File: config.mk
export PLATFORM = sky130hd
export DESIGN_NAME = linear_mip_chain_layout_core
export DESIGN_NICKNAME = d
export VERILOG_FILES = /design/src/hw/rtl/lmcl_pkg.sv /design/src/hw/rtl/linear_mip_chain_layout_core.sv /design/src/hw/rtl/lmcl_entry.sv /design/src/hw/rtl/lmcl_cell.sv
export VERILOG_INCLUDE_DIRS = /design/src /design/src/hw/rtl
export SDC_FILE = /design/constraint.sdc
export NUM_CORES = 2
export LEC_CHECK = 0
export ABC_AREA = 1
export BUFFER_PORTS_ARGS = -buffer_cell sky130_fd_sc_hd__buf_2
export CORE_MARGIN = 1
export CORE_UTILIZATION = 41
export CTS_CLUSTER_SIZE = 20
export DETAILED_ROUTE_END_ITERATION = 10
export PLACE_DENSITY = 0.53
export SYNTH_ARGS = -nofsm -noshare
export SYNTH_HDL_FRONTEND = slang
export SYNTH_SLANG_ARGS = --single-unit
File: constraint.sdc
create_clock -name clock -period 17.1 [get_ports clock]
set_input_delay 2.565 -clock clock [delete_from_list [all_inputs] [get_ports clock]]
set_output_delay 2.565 -clock clock [all_outputs]
set_load 0.03 [all_outputs]
File: src/hw/rtl/linear_mip_chain_layout_core_defines.svh
// assertion macros for the mip chain layout core
// included by the rtl file that carries concurrent checks
`ifndef LINEAR_MIP_CHAIN_LAYOUT_CORE_DEFINES_SVH
`define LINEAR_MIP_CHAIN_LAYOUT_CORE_DEFINES_SVH

// same-cycle implication check
`define LMCL_ASSERT_NOW(label, clk, rst, ante, cons) \
   label: assert property (@(posedge clk) disable iff (rst) (ante) |-> (cons)) \
      else $error("lmcl check failed: same-cycle implication");

// next-cycle implication check
`define LMCL_ASSERT_NEXT(label, clk, rst, ante, cons) \
   label: assert property (@(posedge clk) disable iff (rst) (ante) |=> (cons)) \
      else $error("lmcl check failed: next-cycle implication");

`endif

File: src/hw/rtl/lmcl_pkg.sv
// shared types, codes and helper functions for the mip chain layout core
// no dependencies; used by lmcl_entry, lmcl_cell and the top level
`default_nettype none

package lmcl_pkg;

   // fixed field widths of the request and response
   localparam int IMG_DIM_W   = 16;
   localparam int LVL_W       = 4;
   localparam int FMT_W       = 3;
   localparam int OFFSET_W    = 27;
   localparam int PITCH_OUT_W = 15;
   localparam int DIM_OUT_W   = 13;
   localparam int REQ_DATA_W  = 40;
   localparam int RSP_DATA_W  = 96;
   localparam int SAT_IN_W    = 40;

   localparam logic [SAT_IN_W-1:0] OFFSET_MAX = SAT_IN_W'((64'd1 << OFFSET_W) - 64'd1);
   localparam logic [SAT_IN_W-1:0] PITCH_MAX  = SAT_IN_W'((64'd1 << PITCH_OUT_W) - 64'd1);
   localparam logic [SAT_IN_W-1:0] DIM_MAX    = SAT_IN_W'((64'd1 << DIM_OUT_W) - 64'd1);

   // reciprocal used to split the base width by the stride alignment
   localparam int RECIP_SHIFT = 24;
   localparam int RECIP_W     = 25;

   // color format codes
   localparam logic [FMT_W-1:0] FMT_COLOR  = 3'd0;
   localparam logic [FMT_W-1:0] FMT_UNORM8 = 3'd1;
   localparam logic [FMT_W-1:0] FMT_UINT16 = 3'd2;
   localparam logic [FMT_W-1:0] FMT_UINT32 = 3'd3;

   typedef enum logic [1:0] {
      STATUS_OK         = 2'd0,
      STATUS_BAD_SIZE   = 2'd1,
      STATUS_BAD_FORMAT = 2'd2
   } status_type;

   typedef struct packed {
      status_type                  status;
      logic [OFFSET_W-1:0]         level_offset;
      logic [PITCH_OUT_W-1:0]      level_pitch;
      logic [DIM_OUT_W-1:0]        tex_width;
      logic [DIM_OUT_W-1:0]        tex_height;
      logic [OFFSET_W-1:0]         run_total;
      logic                        last;
   } result_type;

   // internal width helpers, all evaluated at elaboration
   function automatic int dim_w(input int max_dim);
      return $clog2(max_dim + 1);
   endfunction

   function automatic int sw_w(input int max_dim, input int align);
      return $clog2((max_dim > align) ? max_dim : align) + 1;
   endfunction

   function automatic int sh_w(input int max_dim);
      return $clog2(max_dim) + 1;
   endfunction

   function automatic int shl_w(input int max_dim);
      return $clog2(sh_w(max_dim));
   endfunction

   function automatic int sha_w(input int max_dim);
      return $clog2(sh_w(max_dim) + 2);
   endfunction

   function automatic int rem_w(input int align);
      return (align > 1) ? $clog2(align) : 1;
   endfunction

   function automatic int pitch_w(input int max_dim);
      return ((dim_w(max_dim) + 10) > 16) ? (dim_w(max_dim) + 10) : 16;
   endfunction

   function automatic int tot_w(input int max_dim, input int align);
      return ((sw_w(max_dim, align) + sh_w(max_dim) + 5) > 28) ?
             (sw_w(max_dim, align) + sh_w(max_dim) + 5) : 28;
   endfunction

   // bytes per pixel as a shift amount
   function automatic logic [1:0] bpp_shift(input logic [FMT_W-1:0] fmt);
      logic [1:0] s;
      case (fmt)
         FMT_COLOR:  s = 2'd2;
         FMT_UNORM8: s = 2'd0;
         FMT_UINT16: s = 2'd1;
         FMT_UINT32: s = 2'd2;
         default:    s = 2'd0;
      endcase
      return s;
   endfunction

   function automatic logic fmt_supported(input logic [FMT_W-1:0] fmt);
      logic ok;
      case (fmt)
         FMT_COLOR, FMT_UNORM8, FMT_UINT16, FMT_UINT32: ok = 1'b1;
         default: ok = 1'b0;
      endcase
      return ok;
   endfunction

   // exponent of the next power of two at or above v (v >= 1)
   function automatic logic [4:0] log2_ceil16(input logic [IMG_DIM_W-1:0] v);
      logic [IMG_DIM_W-1:0] m;
      logic [4:0]           n;
      m = v - 16'd1;
      m = m | (m >> 1);
      m = m | (m >> 2);
      m = m | (m >> 4);
      m = m | (m >> 8);
      n = 5'd0;
      for (int i = 0; i < IMG_DIM_W; i++) begin
         if (m[i]) begin
            n = 5'(i + 1);
         end
      end
      return n;
   endfunction

   // clamp to the output field ranges
   function automatic logic [OFFSET_W-1:0] sat_size(input logic [SAT_IN_W-1:0] v);
      return (v > OFFSET_MAX) ? OFFSET_MAX[OFFSET_W-1:0] : v[OFFSET_W-1:0];
   endfunction

   function automatic logic [PITCH_OUT_W-1:0] sat_pitch(input logic [SAT_IN_W-1:0] v);
      return (v > PITCH_MAX) ? PITCH_MAX[PITCH_OUT_W-1:0] : v[PITCH_OUT_W-1:0];
   endfunction

   function automatic logic [DIM_OUT_W-1:0] sat_dim(input logic [SAT_IN_W-1:0] v);
      return (v > DIM_MAX) ? DIM_MAX[DIM_OUT_W-1:0] : v[DIM_OUT_W-1:0];
   endfunction

endpackage

`default_nettype wire

File: src/hw/rtl/linear_mip_chain_layout_core.sv
// mip chain layout core: entry stage, a row of MAX_LEVELS level cells, output register
// a request passes the entry register, the first cell and the output register; an error
// result goes straight to the output register. throughput: one level result per cycle
// while rsp_tready is high; the next request waits until the entry stage and every
// cell are empty
// reset: synchronous, active high, clears all valid flags; nothing else to clear
`default_nettype none

`include "linear_mip_chain_layout_core_defines.svh"

module linear_mip_chain_layout_core #(
   parameter int MAX_DIM      = 4096,
   parameter int MAX_LEVELS   = 13,
   parameter int STRIDE_ALIGN = 8
) (
   input  wire logic                               clock,
   input  wire logic                               reset,
   // request
   input  wire logic                               req_tvalid,
   output logic                                    req_tready,
   // image_width, image_height, level_count, format_code, zero pad
   input  wire logic [lmcl_pkg::REQ_DATA_W-1:0]    req_tdata,
   // response
   output logic                                    rsp_tvalid,
   input  wire logic                               rsp_tready,
   // level_offset, level_pitch, texel width, texel height, running byte total, zero pad
   output logic [lmcl_pkg::RSP_DATA_W-1:0]         rsp_tdata,
   // status
   output logic [1:0]                              rsp_tuser,
   output logic                                    rsp_tlast
);

   localparam int DIM_W = lmcl_pkg::dim_w(MAX_DIM);
   localparam int SW_W  = lmcl_pkg::sw_w(MAX_DIM, STRIDE_ALIGN);
   localparam int SHL_W = lmcl_pkg::shl_w(MAX_DIM);
   localparam int R_W   = lmcl_pkg::rem_w(STRIDE_ALIGN);
   localparam int TOT_W = lmcl_pkg::tot_w(MAX_DIM, STRIDE_ALIGN);

   logic                            adv, busy, req_fire, err_load, ent_load;
   lmcl_pkg::status_type            chk_status;

   logic                            ent_valid;
   logic [DIM_W-1:0]                ent_w, ent_h, ent_q;
   logic [R_W-1:0]                  ent_r;
   logic [SW_W-1:0]                 ent_sw;
   logic [SHL_W-1:0]                ent_shl;
   logic [1:0]                      ent_bpp;
   logic [lmcl_pkg::LVL_W-1:0]      ent_lvl;

   logic [MAX_LEVELS-1:0]           cell_valid, pass_valid, ld_valid;
   logic [DIM_W-1:0]                ld_w [MAX_LEVELS];
   logic [DIM_W-1:0]                ld_h [MAX_LEVELS];
   logic [DIM_W-1:0]                ld_q [MAX_LEVELS];
   logic [R_W-1:0]                  ld_r [MAX_LEVELS];
   logic [SW_W-1:0]                 ld_sw [MAX_LEVELS];
   logic [SHL_W-1:0]                ld_shl [MAX_LEVELS];
   logic [1:0]                      ld_bpp [MAX_LEVELS];
   logic [lmcl_pkg::LVL_W-1:0]      ld_lvl [MAX_LEVELS];
   logic [TOT_W-1:0]                ld_total [MAX_LEVELS];
   logic [DIM_W-1:0]                nx_w [MAX_LEVELS];
   logic [DIM_W-1:0]                nx_h [MAX_LEVELS];
   logic [DIM_W-1:0]                nx_q [MAX_LEVELS];
   logic [R_W-1:0]                  nx_r [MAX_LEVELS];
   logic [SW_W-1:0]                 nx_sw [MAX_LEVELS];
   logic [SHL_W-1:0]                nx_shl [MAX_LEVELS];
   logic [1:0]                      nx_bpp [MAX_LEVELS];
   logic [lmcl_pkg::LVL_W-1:0]      nx_lvl [MAX_LEVELS];
   logic [TOT_W-1:0]                nx_total [MAX_LEVELS];
   lmcl_pkg::result_type            cell_res [MAX_LEVELS];
   lmcl_pkg::result_type            chain_res, err_res;

   logic                            rsp_valid_ff, rsp_valid_in;
   lmcl_pkg::result_type            rsp_ff, rsp_in;
   logic                            rsp_load;

   // handshake control: one request in the chain at a time
   assign adv        = !rsp_valid_ff || rsp_tready;
   assign busy       = ent_valid || (|cell_valid);
   assign req_tready = !busy && adv;
   assign req_fire   = req_tvalid && req_tready;
   assign err_load   = req_fire && (chk_status != lmcl_pkg::STATUS_OK);
   assign ent_load   = req_fire && (chk_status == lmcl_pkg::STATUS_OK);

   lmcl_entry #(
      .MAX_DIM      (MAX_DIM),
      .MAX_LEVELS   (MAX_LEVELS),
      .STRIDE_ALIGN (STRIDE_ALIGN)
   ) u_entry (
      .clock        (clock),
      .reset        (reset),
      .image_width  (req_tdata[15:0]),
      .image_height (req_tdata[31:16]),
      .level_count  (req_tdata[35:32]),
      .format_code  (req_tdata[38:36]),
      .load         (ent_load),
      .chk_status   (chk_status),
      .valid        (ent_valid),
      .w_out        (ent_w),
      .h_out        (ent_h),
      .q_out        (ent_q),
      .r_out        (ent_r),
      .sw_out       (ent_sw),
      .shl_out      (ent_shl),
      .bpp_out      (ent_bpp),
      .lvl_out      (ent_lvl)
   );

   // cell inputs: the head takes the entry stage, the rest their left neighbor
   always_comb begin
      ld_valid[0] = ent_valid;
      ld_w[0]     = ent_w;
      ld_h[0]     = ent_h;
      ld_q[0]     = ent_q;
      ld_r[0]     = ent_r;
      ld_sw[0]    = ent_sw;
      ld_shl[0]   = ent_shl;
      ld_bpp[0]   = ent_bpp;
      ld_lvl[0]   = ent_lvl;
      ld_total[0] = '0;
      for (int i = 1; i < MAX_LEVELS; i++) begin
         ld_valid[i] = pass_valid[i-1];
         ld_w[i]     = nx_w[i-1];
         ld_h[i]     = nx_h[i-1];
         ld_q[i]     = nx_q[i-1];
         ld_r[i]     = nx_r[i-1];
         ld_sw[i]    = nx_sw[i-1];
         ld_shl[i]   = nx_shl[i-1];
         ld_bpp[i]   = nx_bpp[i-1];
         ld_lvl[i]   = nx_lvl[i-1];
         ld_total[i] = nx_total[i-1];
      end
   end

   for (genvar gi = 0; gi < MAX_LEVELS; gi++) begin : g_cell
      lmcl_cell #(
         .CELL_INDEX   (gi),
         .MAX_DIM      (MAX_DIM),
         .STRIDE_ALIGN (STRIDE_ALIGN)
      ) u_cell (
         .clock      (clock),
         .reset      (reset),
         .adv        (adv),
         .load       (ld_valid[gi]),
         .w_load     (ld_w[gi]),
         .h_load     (ld_h[gi]),
         .q_load     (ld_q[gi]),
         .r_load     (ld_r[gi]),
         .sw_load    (ld_sw[gi]),
         .shl_load   (ld_shl[gi]),
         .bpp_load   (ld_bpp[gi]),
         .lvl_load   (ld_lvl[gi]),
         .total_load (ld_total[gi]),
         .valid      (cell_valid[gi]),
         .pass_valid (pass_valid[gi]),
         .w_next     (nx_w[gi]),
         .h_next     (nx_h[gi]),
         .q_next     (nx_q[gi]),
         .r_next     (nx_r[gi]),
         .sw_next    (nx_sw[gi]),
         .shl_next   (nx_shl[gi]),
         .bpp_next   (nx_bpp[gi]),
         .lvl_next   (nx_lvl[gi]),
         .total_next (nx_total[gi]),
         .result     (cell_res[gi])
      );
   end

   // at most one cell holds the token, so an or of the gated results selects it
   always_comb begin
      chain_res = '0;
      for (int i = 0; i < MAX_LEVELS; i++) begin
         chain_res = chain_res | cell_res[i];
      end
   end

   // single error result for a rejected request
   always_comb begin
      err_res        = '0;
      err_res.status = chk_status;
      err_res.last   = 1'b1;
   end

   // output register
   assign rsp_load = err_load || ((|cell_valid) && adv);

   always_comb begin
      if (rsp_load) begin
         rsp_valid_in = 1'b1;
      end else if (rsp_tready) begin
         rsp_valid_in = 1'b0;
      end else begin
         rsp_valid_in = rsp_valid_ff;
      end
      rsp_in = err_load ? err_res : chain_res;
   end

   always_ff @(posedge clock) begin
      if (reset) begin
         rsp_valid_ff <= 1'b0;
      end else begin
         rsp_valid_ff <= rsp_valid_in;
      end
   end

   always_ff @(posedge clock) begin
      if (rsp_load) begin
         rsp_ff <= rsp_in;
      end
   end

   assign rsp_tvalid = rsp_valid_ff;
   assign rsp_tdata  = {1'b0, rsp_ff.run_total, rsp_ff.tex_height, rsp_ff.tex_width,
                        rsp_ff.level_pitch, rsp_ff.level_offset};
   assign rsp_tuser  = rsp_ff.status;
   assign rsp_tlast  = rsp_ff.last;

   // checks
   `LMCL_ASSERT_NOW(a_one_token, clock, reset, 1'b1, $onehot0(cell_valid))
   `LMCL_ASSERT_NOW(a_entry_alone, clock, reset, ent_valid, cell_valid == '0)
   `LMCL_ASSERT_NEXT(a_req_lands, clock, reset, req_fire, ent_valid || rsp_valid_ff)
   `LMCL_ASSERT_NEXT(a_stall_holds, clock, reset, (|cell_valid) && !adv, $stable(cell_valid))

endmodule

`default_nettype wire

File: src/hw/rtl/lmcl_entry.sv
// request entry stage: range checks, power-of-two storage size, width split
// into stride-aligned quotient and remainder; depends on lmcl_pkg
`default_nettype none

module lmcl_entry #(
   parameter int MAX_DIM      = 4096,
   parameter int MAX_LEVELS   = 13,
   parameter int STRIDE_ALIGN = 8,
   localparam int DIM_W = lmcl_pkg::dim_w(MAX_DIM),
   localparam int SW_W  = lmcl_pkg::sw_w(MAX_DIM, STRIDE_ALIGN),
   localparam int SHL_W = lmcl_pkg::shl_w(MAX_DIM),
   localparam int R_W   = lmcl_pkg::rem_w(STRIDE_ALIGN)
) (
   input  wire logic                               clock,
   input  wire logic                               reset,
   input  wire logic [lmcl_pkg::IMG_DIM_W-1:0]     image_width,
   input  wire logic [lmcl_pkg::IMG_DIM_W-1:0]     image_height,
   input  wire logic [lmcl_pkg::LVL_W-1:0]         level_count,
   input  wire logic [lmcl_pkg::FMT_W-1:0]         format_code,
   input  wire logic                               load,
   output lmcl_pkg::status_type                    chk_status,
   output logic                                    valid,
   output logic [DIM_W-1:0]                        w_out,
   output logic [DIM_W-1:0]                        h_out,
   output logic [DIM_W-1:0]                        q_out,
   output logic [R_W-1:0]                          r_out,
   output logic [SW_W-1:0]                         sw_out,
   output logic [SHL_W-1:0]                        shl_out,
   output logic [1:0]                              bpp_out,
   output logic [lmcl_pkg::LVL_W-1:0]              lvl_out
);

   localparam int PROD_W = DIM_W + lmcl_pkg::RECIP_W;
   localparam logic [lmcl_pkg::RECIP_W-1:0] RECIP =
      lmcl_pkg::RECIP_W'(((64'd1 << lmcl_pkg::RECIP_SHIFT) + 64'(STRIDE_ALIGN) - 64'd1)
                         / 64'(STRIDE_ALIGN));

   logic                               valid_ff, valid_in;
   logic [DIM_W-1:0]                   w_ff, h_ff, q_ff;
   logic [SW_W-1:0]                    sw_ff;
   logic [SHL_W-1:0]                   shl_ff;
   logic [1:0]                         bpp_ff;
   logic [lmcl_pkg::LVL_W-1:0]         lvl_ff;
   logic [PROD_W-1:0]                  prod;
   logic [SW_W-1:0]                    sw_pow, sw_init;
   logic [DIM_W-1:0]                   q_align;

   // request checks, format first
   always_comb begin
      if (!lmcl_pkg::fmt_supported(format_code)) begin
         chk_status = lmcl_pkg::STATUS_BAD_FORMAT;
      end else if (image_width == '0 || image_height == '0 ||
                   image_width > lmcl_pkg::IMG_DIM_W'(MAX_DIM) ||
                   image_height > lmcl_pkg::IMG_DIM_W'(MAX_DIM) ||
                   level_count == '0 ||
                   level_count > lmcl_pkg::LVL_W'(MAX_LEVELS)) begin
         chk_status = lmcl_pkg::STATUS_BAD_SIZE;
      end else begin
         chk_status = lmcl_pkg::STATUS_OK;
      end
   end

   // width quotient by the stride alignment, exact for all legal widths
   assign prod = PROD_W'(image_width[DIM_W-1:0]) * PROD_W'(RECIP);

   // storage width: the width rounded up to a power of two, never below the alignment
   always_comb begin
      sw_pow  = SW_W'(1) << lmcl_pkg::log2_ceil16(image_width);
      sw_init = (sw_pow < SW_W'(STRIDE_ALIGN)) ? SW_W'(STRIDE_ALIGN) : sw_pow;
   end

   // one-cycle pulse toward the first cell
   assign valid_in = load;

   always_ff @(posedge clock) begin
      if (reset) begin
         valid_ff <= 1'b0;
      end else begin
         valid_ff <= valid_in;
      end
   end

   always_ff @(posedge clock) begin
      if (load) begin
         w_ff   <= image_width[DIM_W-1:0];
         h_ff   <= image_height[DIM_W-1:0];
         q_ff   <= DIM_W'(prod >> lmcl_pkg::RECIP_SHIFT);
         sw_ff  <= sw_init;
         shl_ff <= SHL_W'(lmcl_pkg::log2_ceil16(image_height));
         bpp_ff <= lmcl_pkg::bpp_shift(format_code);
         lvl_ff <= level_count;
      end
   end

   // remainder from the registered quotient
   assign q_align = DIM_W'(q_ff * DIM_W'(STRIDE_ALIGN));

   assign valid   = valid_ff;
   assign w_out   = w_ff;
   assign h_out   = h_ff;
   assign q_out   = q_ff;
   assign r_out   = R_W'(w_ff - q_align);
   assign sw_out  = sw_ff;
   assign shl_out = shl_ff;
   assign bpp_out = bpp_ff;
   assign lvl_out = lvl_ff;

endmodule

`default_nettype wire

File: src/hw/rtl/lmcl_cell.sv
// one mip level cell: forms this level's result and the next level's state
// and hands that state to its neighbor; depends on lmcl_pkg
`default_nettype none

module lmcl_cell #(
   parameter int CELL_INDEX   = 0,
   parameter int MAX_DIM      = 4096,
   parameter int STRIDE_ALIGN = 8,
   localparam int DIM_W   = lmcl_pkg::dim_w(MAX_DIM),
   localparam int SW_W    = lmcl_pkg::sw_w(MAX_DIM, STRIDE_ALIGN),
   localparam int SHL_W   = lmcl_pkg::shl_w(MAX_DIM),
   localparam int SHA_W   = lmcl_pkg::sha_w(MAX_DIM),
   localparam int R_W     = lmcl_pkg::rem_w(STRIDE_ALIGN),
   localparam int PITCH_W = lmcl_pkg::pitch_w(MAX_DIM),
   localparam int TOT_W   = lmcl_pkg::tot_w(MAX_DIM, STRIDE_ALIGN)
) (
   input  wire logic                         clock,
   input  wire logic                         reset,
   input  wire logic                         adv,
   input  wire logic                         load,
   input  wire logic [DIM_W-1:0]             w_load,
   input  wire logic [DIM_W-1:0]             h_load,
   input  wire logic [DIM_W-1:0]             q_load,
   input  wire logic [R_W-1:0]               r_load,
   input  wire logic [SW_W-1:0]              sw_load,
   input  wire logic [SHL_W-1:0]             shl_load,
   input  wire logic [1:0]                   bpp_load,
   input  wire logic [lmcl_pkg::LVL_W-1:0]   lvl_load,
   input  wire logic [TOT_W-1:0]             total_load,
   output logic                              valid,
   output logic                              pass_valid,
   output logic [DIM_W-1:0]                  w_next,
   output logic [DIM_W-1:0]                  h_next,
   output logic [DIM_W-1:0]                  q_next,
   output logic [R_W-1:0]                    r_next,
   output logic [SW_W-1:0]                   sw_next,
   output logic [SHL_W-1:0]                  shl_next,
   output logic [1:0]                        bpp_next,
   output logic [lmcl_pkg::LVL_W-1:0]        lvl_next,
   output logic [TOT_W-1:0]                  total_next,
   output lmcl_pkg::result_type              result
);

   localparam int SAT_W = lmcl_pkg::SAT_IN_W;
   localparam int R1_W  = R_W + 1;

   logic                          valid_ff, valid_in;
   logic [DIM_W-1:0]              w_ff, h_ff, q_ff;
   logic [R_W-1:0]                r_ff;
   logic [SW_W-1:0]               sw_ff;
   logic [SHL_W-1:0]              shl_ff;
   logic [1:0]                    bpp_ff;
   logic [lmcl_pkg::LVL_W-1:0]    lvl_ff;
   logic [TOT_W-1:0]              total_ff;

   logic                          is_last;
   logic [DIM_W:0]                round_q;
   logic [PITCH_W-1:0]            pitch_full;
   logic [SHA_W-1:0]              sha;
   logic [TOT_W-1:0]              size_last, size_full;
   logic [DIM_W-1:0]              w_half, h_half, q_half;
   logic [R1_W-1:0]               r_sum;
   logic [R_W-1:0]                r_half;
   logic [SW_W-1:0]               sw_half;
   lmcl_pkg::result_type          res;

   // token hold: loads from the left, leaves once the output stage takes it
   always_comb begin
      if (load) begin
         valid_in = 1'b1;
      end else if (valid_ff && adv) begin
         valid_in = 1'b0;
      end else begin
         valid_in = valid_ff;
      end
   end

   always_ff @(posedge clock) begin
      if (reset) begin
         valid_ff <= 1'b0;
      end else begin
         valid_ff <= valid_in;
      end
   end

   always_ff @(posedge clock) begin
      if (load) begin
         w_ff     <= w_load;
         h_ff     <= h_load;
         q_ff     <= q_load;
         r_ff     <= r_load;
         sw_ff    <= sw_load;
         shl_ff   <= shl_load;
         bpp_ff   <= bpp_load;
         lvl_ff   <= lvl_load;
         total_ff <= total_load;
      end
   end

   assign is_last = (lvl_ff == lmcl_pkg::LVL_W'(CELL_INDEX + 1));

   // row pitch and level footprint
   always_comb begin
      round_q    = {1'b0, q_ff} + (DIM_W + 1)'(|r_ff);
      pitch_full = PITCH_W'(PITCH_W'(round_q) * PITCH_W'(STRIDE_ALIGN)) << bpp_ff;
      sha        = SHA_W'(shl_ff) + SHA_W'(bpp_ff);
      size_last  = TOT_W'(pitch_full) * TOT_W'(h_ff);
      size_full  = TOT_W'(sw_ff) << sha;
      total_next = total_ff + (is_last ? size_last : size_full);
   end

   // halved dimensions for the neighbor, floored at one texel
   always_comb begin
      w_half  = w_ff >> 1;
      h_half  = h_ff >> 1;
      w_next  = (w_half == '0) ? DIM_W'(1) : w_half;
      h_next  = (h_half == '0) ? DIM_W'(1) : h_half;
      q_half  = q_ff >> 1;
      r_sum   = q_ff[0] ? (R1_W'(STRIDE_ALIGN) + R1_W'(r_ff)) : R1_W'(r_ff);
      r_half  = R_W'(r_sum >> 1);
      if (q_half == '0 && r_half == '0) begin
         q_next = DIM_W'(STRIDE_ALIGN == 1);
         r_next = R_W'(STRIDE_ALIGN != 1);
      end else begin
         q_next = q_half;
         r_next = r_half;
      end
      sw_half  = sw_ff >> 1;
      sw_next  = (sw_half > SW_W'(STRIDE_ALIGN)) ? sw_half : SW_W'(STRIDE_ALIGN);
      shl_next = (shl_ff == '0) ? '0 : shl_ff - SHL_W'(1);
      bpp_next = bpp_ff;
      lvl_next = lvl_ff;
   end

   // this level's result, zero when the cell is empty
   always_comb begin
      res.status       = lmcl_pkg::STATUS_OK;
      res.level_offset = lmcl_pkg::sat_size(SAT_W'(total_ff));
      res.level_pitch  = lmcl_pkg::sat_pitch(SAT_W'(pitch_full));
      res.tex_width    = lmcl_pkg::sat_dim(SAT_W'(w_ff));
      res.tex_height   = lmcl_pkg::sat_dim(SAT_W'(h_ff));
      res.run_total    = lmcl_pkg::sat_size(SAT_W'(total_next));
      res.last         = is_last;
      result           = valid_ff ? res : '0;
   end

   assign valid      = valid_ff;
   assign pass_valid = valid_ff && adv && !is_last;

endmodule

`default_nettype wire
Word-level counts from Yosys, hierarchy flattened. Index checks and enable logic that the tools add are counted.

Eq/ne operators: 16. Reduce and logical (&&, ||, !) cells: 159. Bitwise operators: 20. $lt $le $gt $ge: 54. Shift-type cells: 27. Add/subtract/negate cells: 63. $mul: 13. Mux-type cells: 138.

Operators with widths (number): 98-bit bitwise OR (12); 96-bit two-way mux (12); 31-bit by 27-bit greater-than comparator with 1-bit output (second input constant) (25); 27-bit two-way mux (25); 13-bit logical NOT (36); 23-bit by 13-bit multiplier with 31-bit output (13); 31-bit two-way mux (13); 13-bit by 4-bit left shift with 31-bit output (13); 31-bit adder (12); 23-bit by 15-bit greater-than comparator with 1-bit output (second input constant) (13); 17-bit by 2-bit left shift with 23-bit output (13); 15-bit two-way mux (13); 13-bit by 1-bit adder with 14-bit output (12); 12-bit by 4-bit greater-than comparator with 1-bit output (second input constant) (12); 4-bit two-way mux (26); 98-bit two-way mux (1); 69-bit two-way mux (1); 4-bit by 2-bit adder with 4-bit output (13); 4-bit logical NOT (13); 4-bit by 1-bit subtractor with 4-bit output (second input constant) (12); 1-bit logical AND (42); 4-bit by 3-bit adder with 4-bit output (first input constant) (10); 3-bit logical NOT (13); 3-bit OR reduction (11); 30 further kinds (124).

Bits in registers: 1350. Output and inout bits: 101.

Logic depth before layout (Yosys ltp).
Depth after elaboration: 23. Depth in mapped cells: 56.

Cells and area by module. A second synthesis with hierarchy kept.

Cells, all modules: 26745. Area, all modules: 200980.3 um^2.

Modules (own cells, without submodules): lmcl_cell at g_cell[0].u_cell ... (area each 14826.7 um^2, times used 3, cells an instance 1977); lmcl_cell at g_cell[11].u_cell ... (area each 14861.8 um^2, times used 2, cells an instance 1978); lmcl_cell at g_cell[5].u_cell ... (area each 14621.5 um^2, times used 2, cells an instance 1934); lmcl_cell at g_cell[10].u_cell ... (area each 14432.6 um^2, times used 2, cells an instance 1928); lmcl_cell at g_cell[9].u_cell (area each 14761.7 um^2, times used 1, cells an instance 1957); lmcl_cell at g_cell[6].u_cell (area each 14615.3 um^2, times used 1, cells an instance 1932); lmcl_cell at g_cell[7].u_cell (area each 14595.2 um^2, times used 1, cells an instance 1934); lmcl_cell at g_cell[4].u_cell (area each 14521.4 um^2, times used 1, cells an instance 1928); linear_mip_chain_layout_core (area each 7048.0 um^2, times used 1, cells an instance 1033); lmcl_entry (area each 3126.7 um^2, times used 1, cells an instance 350).

Least setup slack after synthesis. Ideal clock, no wire load.

Path type: input port to flip-flop. From: in rsp_tready. To: reg g_cell[1].u_cell.bpp_ff[0] (enable). Stages on the path: 2. Arrival time: 8.821 ns. Data required time: 16.452 ns. Buffers on the path: 0. Setup time: 0.648 ns. Path slack: 7.631 ns. Cell sequence: nor2_1 nor3_1.

Word-level cells in the longest chain between the ends: 3.

Ends and longest elaborated chain: from (decl) (line linear_mip_chain_layout_core.sv:25) `input wire logic rsp_tready,`; 1-bit logical OR (line linear_mip_chain_layout_core.sv:77) `assign adv = !rsp_valid_ff || rsp_tready;`; 1-bit logical AND (2 in series) (line lmcl_cell.sv:148) `assign pass_valid = valid_ff && adv && !is_last;`; via g_cell[0].u_cell.pass_valid (line lmcl_cell.sv:31) `output logic pass_valid,`; to (signal assigned) (line lmcl_cell.sv:94) `bpp_ff <= bpp_load;`; to (decl) (line lmcl_cell.sv:52) `logic [1:0] bpp_ff;`.

The timed path passes the listed nets, and every way through them passes these cells. A chain may end at the register's enable or synchronous reset.

Worst setup path after layout.
From: reg g_cell[1].u_cell.r_ff[1]. To: reg rsp_ff, in the netlist rsp_tdata[89] (data pin).

Word-level cells in the longest chain between the ends: 21.

Ends and longest elaborated chain: from (decl) (line lmcl_cell.sv:49) `logic [R_W-1:0] r_ff;`; from (signal assigned) (line lmcl_cell.sv:91) `r_ff <= r_load;`; 3-bit OR reduction (line lmcl_cell.sv:104) `round_q = {1'b0, q_ff} + (DIM_W + 1)'(|r_ff);`; 13-bit by 1-bit adder with 14-bit output (line lmcl_cell.sv:104); 17-bit by 2-bit left shift with 23-bit output (line lmcl_cell.sv:105) `pitch_full = PITCH_W'(PITCH_W'(round_q) * PITCH_W'(STRIDE_ALIGN)) << bpp_ff;`; 23-bit by 13-bit multiplier with 31-bit output (line lmcl_cell.sv:107) `size_last = TOT_W'(pitch_full) * TOT_W'(h_ff);`; 31-bit two-way mux (line lmcl_cell.sv:109) `total_next = total_ff + (is_last ? size_last : size_full);`; 31-bit adder (line lmcl_cell.sv:109); via g_cell[1].u_cell.total_next[30] (line lmcl_cell.sv:40) `output logic [TOT_W-1:0] total_next,`; 31-bit by 27-bit greater-than comparator with 1-bit output (line lmcl_pkg.sv:124) `return (v > OFFSET_MAX) ? OFFSET_MAX[OFFSET_W-1:0] : v[OFFSET_W-1:0];`; 27-bit two-way mux (line lmcl_pkg.sv:124); 96-bit two-way mux (line lmcl_cell.sv:144) `result = valid_ff ? res : '0;`; 98-bit bitwise OR (12 in series) (line linear_mip_chain_layout_core.sv:172) `chain_res = chain_res | cell_res[i];`; to (signal assigned) (line linear_mip_chain_layout_core.sv:207) `rsp_ff <= rsp_in;`; to (decl) (line linear_mip_chain_layout_core.sv:73) `lmcl_pkg::result_type rsp_ff, rsp_in;`.

The timed path passes the listed nets, and every way through them passes these cells.

==> results.sh <==
export IMPL_rsz0062_at_grt="no"
export IMPL_synth_area_um2=97900
export IMPL_critPathCaptureType="flip-flop"
export IMPL_p_per_area_nw_per_um2=53.6
export IMPL_vdd_drop_max_v=0.0000815
export IMPL_wire_per_inst_um=29.1
export IMPL_initial_utilization=0.412
export IMPL_grt_max_degree=63
export IMPL_grt_overflow_total=0
export IMPL_p_leak_nw=49.6
export IMPL_post_cts_buffers=0
export IMPL_grt_pass1_vias=84100
export IMPL_clk_path_buf_depth=3
export IMPL_io_buffers=142
export IMPL_power_share_switching=0.235
export IMPL_clock_sinks=1007
export IMPL_first_pass_iters=10
export IMPL_drt_initial_drc_count=8581
export IMPL_grt_pass1_wl_mm=618
export IMPL_r2r_end="rsp_tdata[89]"
export IMPL_ys_seq_elements=1007
export IMPL_cts_resized=0
export IMPL_drtAntennaViolNets=0
export IMPL_drv_slew=0
export IMPL_seq_power_share=0.473
export IMPL_yosysTopAreaCell="edfxtp_1"
export IMPL_synth_top_area_share=0.304
export IMPL_setup_worst_path_start_class="flip-flop"
export IMPL_slew_headroom=0.0817
export IMPL_synth_seq_area_share=0.307
export IMPL_synth_most_common_cell="nand2_1"
export IMPL_critPathRequiredTime_ns=17.43
export IMPL_r2r_setup_slack_ns=5.19
export IMPL_h_tree_depth=4
export IMPL_avgSynthCellArea_um2=8.19
export IMPL_pwr_share_clk=0.509
export IMPL_cts_hold_buf=0
export IMPL_antenna_found_initial=36
export IMPL_fmax_ghz=0.0840
export IMPL_tightest_slew_ns=1.36
export IMPL_synth_top_cells_by_count="2048 x nand2_1, 1988 x inv_1, 1209 x nor2_1"
export IMPL_die_h_um=491
export IMPL_synth_edf_count=992
export IMPL_outcome="finished, final reports clean"
export IMPL_synth_cells=12000
export IMPL_drc=0
export IMPL_reg2regPathDepth=50
export IMPL_gp_congestion=1.03
export IMPL_switching_power_w=0.00134
export IMPL_worstPathArrival_ns=12.24
export IMPL_ys_async_sr_fraction=0
export IMPL_yosys_warnings=0
export IMPL_via_count=85300
export IMPL_cp_common_cell="nand2_1"
export IMPL_synth_ff_type="edfxtp_1"
export IMPL_hold_viol_final=0
export IMPL_netlist_top_cells_area="edfxtp_1 30%, fa_1 12%, ha_1 12%"
export IMPL_cp_max_fo=27
export IMPL_numCtsBuffers=131
export IMPL_cell_internal_pwr_w=0.00435
export IMPL_coreArea_um2=238000
export IMPL_cp_slowest_cell="nand4_1"
export IMPL_total_power_w=0.00569
export IMPL_critPathMaxStageDelay_ns=0.63
export IMPL_viasPerCell=5.64
export IMPL_timing_critical_path_to="rsp_tdata[89]"
export IMPL_r2r_start="g_cell[1].u_cell.r_ff[1]"
export IMPL_clkLatencyLatePin_ns=0.85
export IMPL_hp_class="reg2reg"
export IMPL_final_nets=13400
export IMPL_tns_ns=0
export IMPL_crit_path_start="g_cell[1].u_cell.r_ff[1]"
export IMPL_clk_pin_slew_worst_paths_ns=0.06
export IMPL_cts_root_buf="clkbuf_16"
export IMPL_cts_tree="yes"
export IMPL_timing_final_crit_period_ns=11.91
export IMPL_clock_skew_ns=0.0409
export IMPL_synthToLayoutAreaGrowth_pct=8.33
export IMPL_fin_crit_sh=0.696
export IMPL_route_final_wire_length_mm=441
export IMPL_die_w_um=491
export IMPL_io_pins=145
export IMPL_final_setup_viol_count=0
export IMPL_track_usage=0.362
export IMPL_maxCapViolCount=0
export IMPL_worstSetupPathType="reg2reg"
export IMPL_die_area_um2=241000
export IMPL_drive_above_1_share=0.0584
export IMPL_finish_utilization=0.447
export IMPL_dpl_hpwl_mm=368
export IMPL_synth_distinct_cells=78
export IMPL_rows=179
export IMPL_comb_power_share=0.018
## cell usage in the layout, fill, tap and decap left out, types with 17 or more instances in the layout
| master | Yosys | routed |
|---|---|---|
| nand2_1 | 2048 | 2047 |
| inv_1 | 1988 | 1987 |
| nor2_1 | 1209 | 1206 |
| o21ai_0 | 1062 | 1056 |
| edfxtp_1 | 992 | 992 |
| ha_1 | 917 | 917 |
| fa_1 | 610 | 610 |
| a21oi_1 | 559 | 559 |
| xor2_1 | 312 | 312 |
| nand3_1 | 297 | 296 |
| nand4_1 | 177 | 177 |
| xnor2_1 | 155 | 154 |
| buf_2 | 13 | 143 |
| buf_4 | 6 | 136 |
| clkbuf_16 | 0 | 131 |
| nor3_1 | 128 | 112 |
| o21ai_1 | 93 | 99 |
| o22ai_1 | 81 | 81 |
| clkinv_1 | 39 | 61 |
| nor4_1 | 60 | 55 |
| o21a_1 | 47 | 47 |
| a221oi_1 | 46 | 46 |
| o21bai_1 | 45 | 45 |
| a31oi_1 | 41 | 41 |
| or2_2 | 40 | 40 |
| mux2i_1 | 34 | 34 |
| o211ai_1 | 33 | 33 |
| o221ai_1 | 27 | 27 |
| diode_2 | 0 | 24 |
| nand3b_1 | 23 | 23 |
| a22o_1 | 22 | 22 |
| nor3_2 | 4 | 20 |
| a21o_1 | 20 | 20 |
| nand2_2 | 20 | 20 |
| nor2_2 | 17 | 19 |
| nor3b_1 | 18 | 18 |
| o21ai_2 | 17 | 17 |
| clkinv_2 | 0 | 17 |
## stage by stage
step,cells,area (µm²),setup slack (ns),hold WS [ns]
floorplan,12000,98000,7.63,0.400
global placement,14900,102000,5.39,0.400
detailed placement,14900,102000,5.28,0.405
CTS,15100,106000,5.25,0.405
global route,15100,106000,4.47,0.423
finish,15100,106000,5.19,0.404
## worst min-delay path by stage
stage                            start                           end  slack (ns)  depth (start not counted)
floorplan           u_entry.bpp_out[0]  g_cell[0].u_cell.bpp_next[0]        0.40                          0
global placement     u_entry.w_out[11]     g_cell[0].u_cell.w_ff[11]        0.40                          0
detailed placement    u_entry.h_out[2]      g_cell[0].u_cell.h_ff[2]        0.40                          0
CTS                  u_entry.h_out[10]     g_cell[0].u_cell.h_ff[10]        0.41                          0
global route        u_entry.lvl_out[3]  g_cell[0].u_cell.lvl_next[3]        0.42                          0
finish               u_entry.h_out[12]     g_cell[0].u_cell.h_ff[12]        0.40                          0
## power by group through the flow
stage               Clock [W]  Sequential [W]  Combinational (W)
finish                0.00289         0.00269           0.000102
global route          0.00301         0.00269           0.000108
CTS                   0.00293         0.00269           0.000102
detailed placement          0         0.00274           0.000102
global placement            0         0.00274           0.000101
floorplan                   0         0.00277          0.0000352
## worst max-delay path: cells and delay by family (launching register included)
kind | cells | cell delay (ns)
AO/OA/AOI/OAI | 14 | 2.85
XOR/XNOR | 2 | 0.33
adder cells (fa/ha/maj) | 9 | 3.78
buffers and inverters | 5 | 0.76
flip-flops | 1 | 0.40
AND/OR/NAND/NOR | 20 | 3.23
## sequential cells by signal (all words and copies together), names as in the netlist, 26 cells and up
register                cells
g_cell.u_cell.lvl_next     52
g_cell.u_cell.total_ff    372
g_cell.u_cell.r_ff         35
rsp_tdata                  93
g_cell.u_cell.q_ff         45
g_cell.u_cell.shl_ff       52
g_cell.u_cell.bpp_next     26
g_cell.u_cell.sw_ff        85
g_cell.u_cell.h_ff         91
g_cell.u_cell.w_ff         89
## area by class of cell
type	instances	area [µm²]
fill	23700	132000
multi-input combinational	8376	58200
sequential	1007	30100
inverter	2035	7640
tap	3167	3960
clock buffer	145	3340
timing repair buffer	279	1740
clock inverter	92	1020
antenna	24	60.1
## routing by layer
layer	share of wire	track usage	vias to the layer above
li1	-	-	39100
met1	0.40	0.447	41900
met3	0.068	0.0609	788
met5	0.00031	0	-
met2	0.46	0.594	3507
met4	0.069	0.215	20
## cell families after synthesis
family | count (synthesis) | share of synthesized area
and+or+nand+nor | 4090 | 0.175
buffers and inverters | 2585 | 0.100
AOI/OAI and AO/OA | 2249 | 0.131
adders and majority gates | 1527 | 0.242
DFF | 1007 | 0.307
xor gates and xnor gates | 468 | 0.0419
muxes | 34 | 0.00347
other | 2 | 0.0000767
No activity file was read; power rests on OpenSTA's default activity.
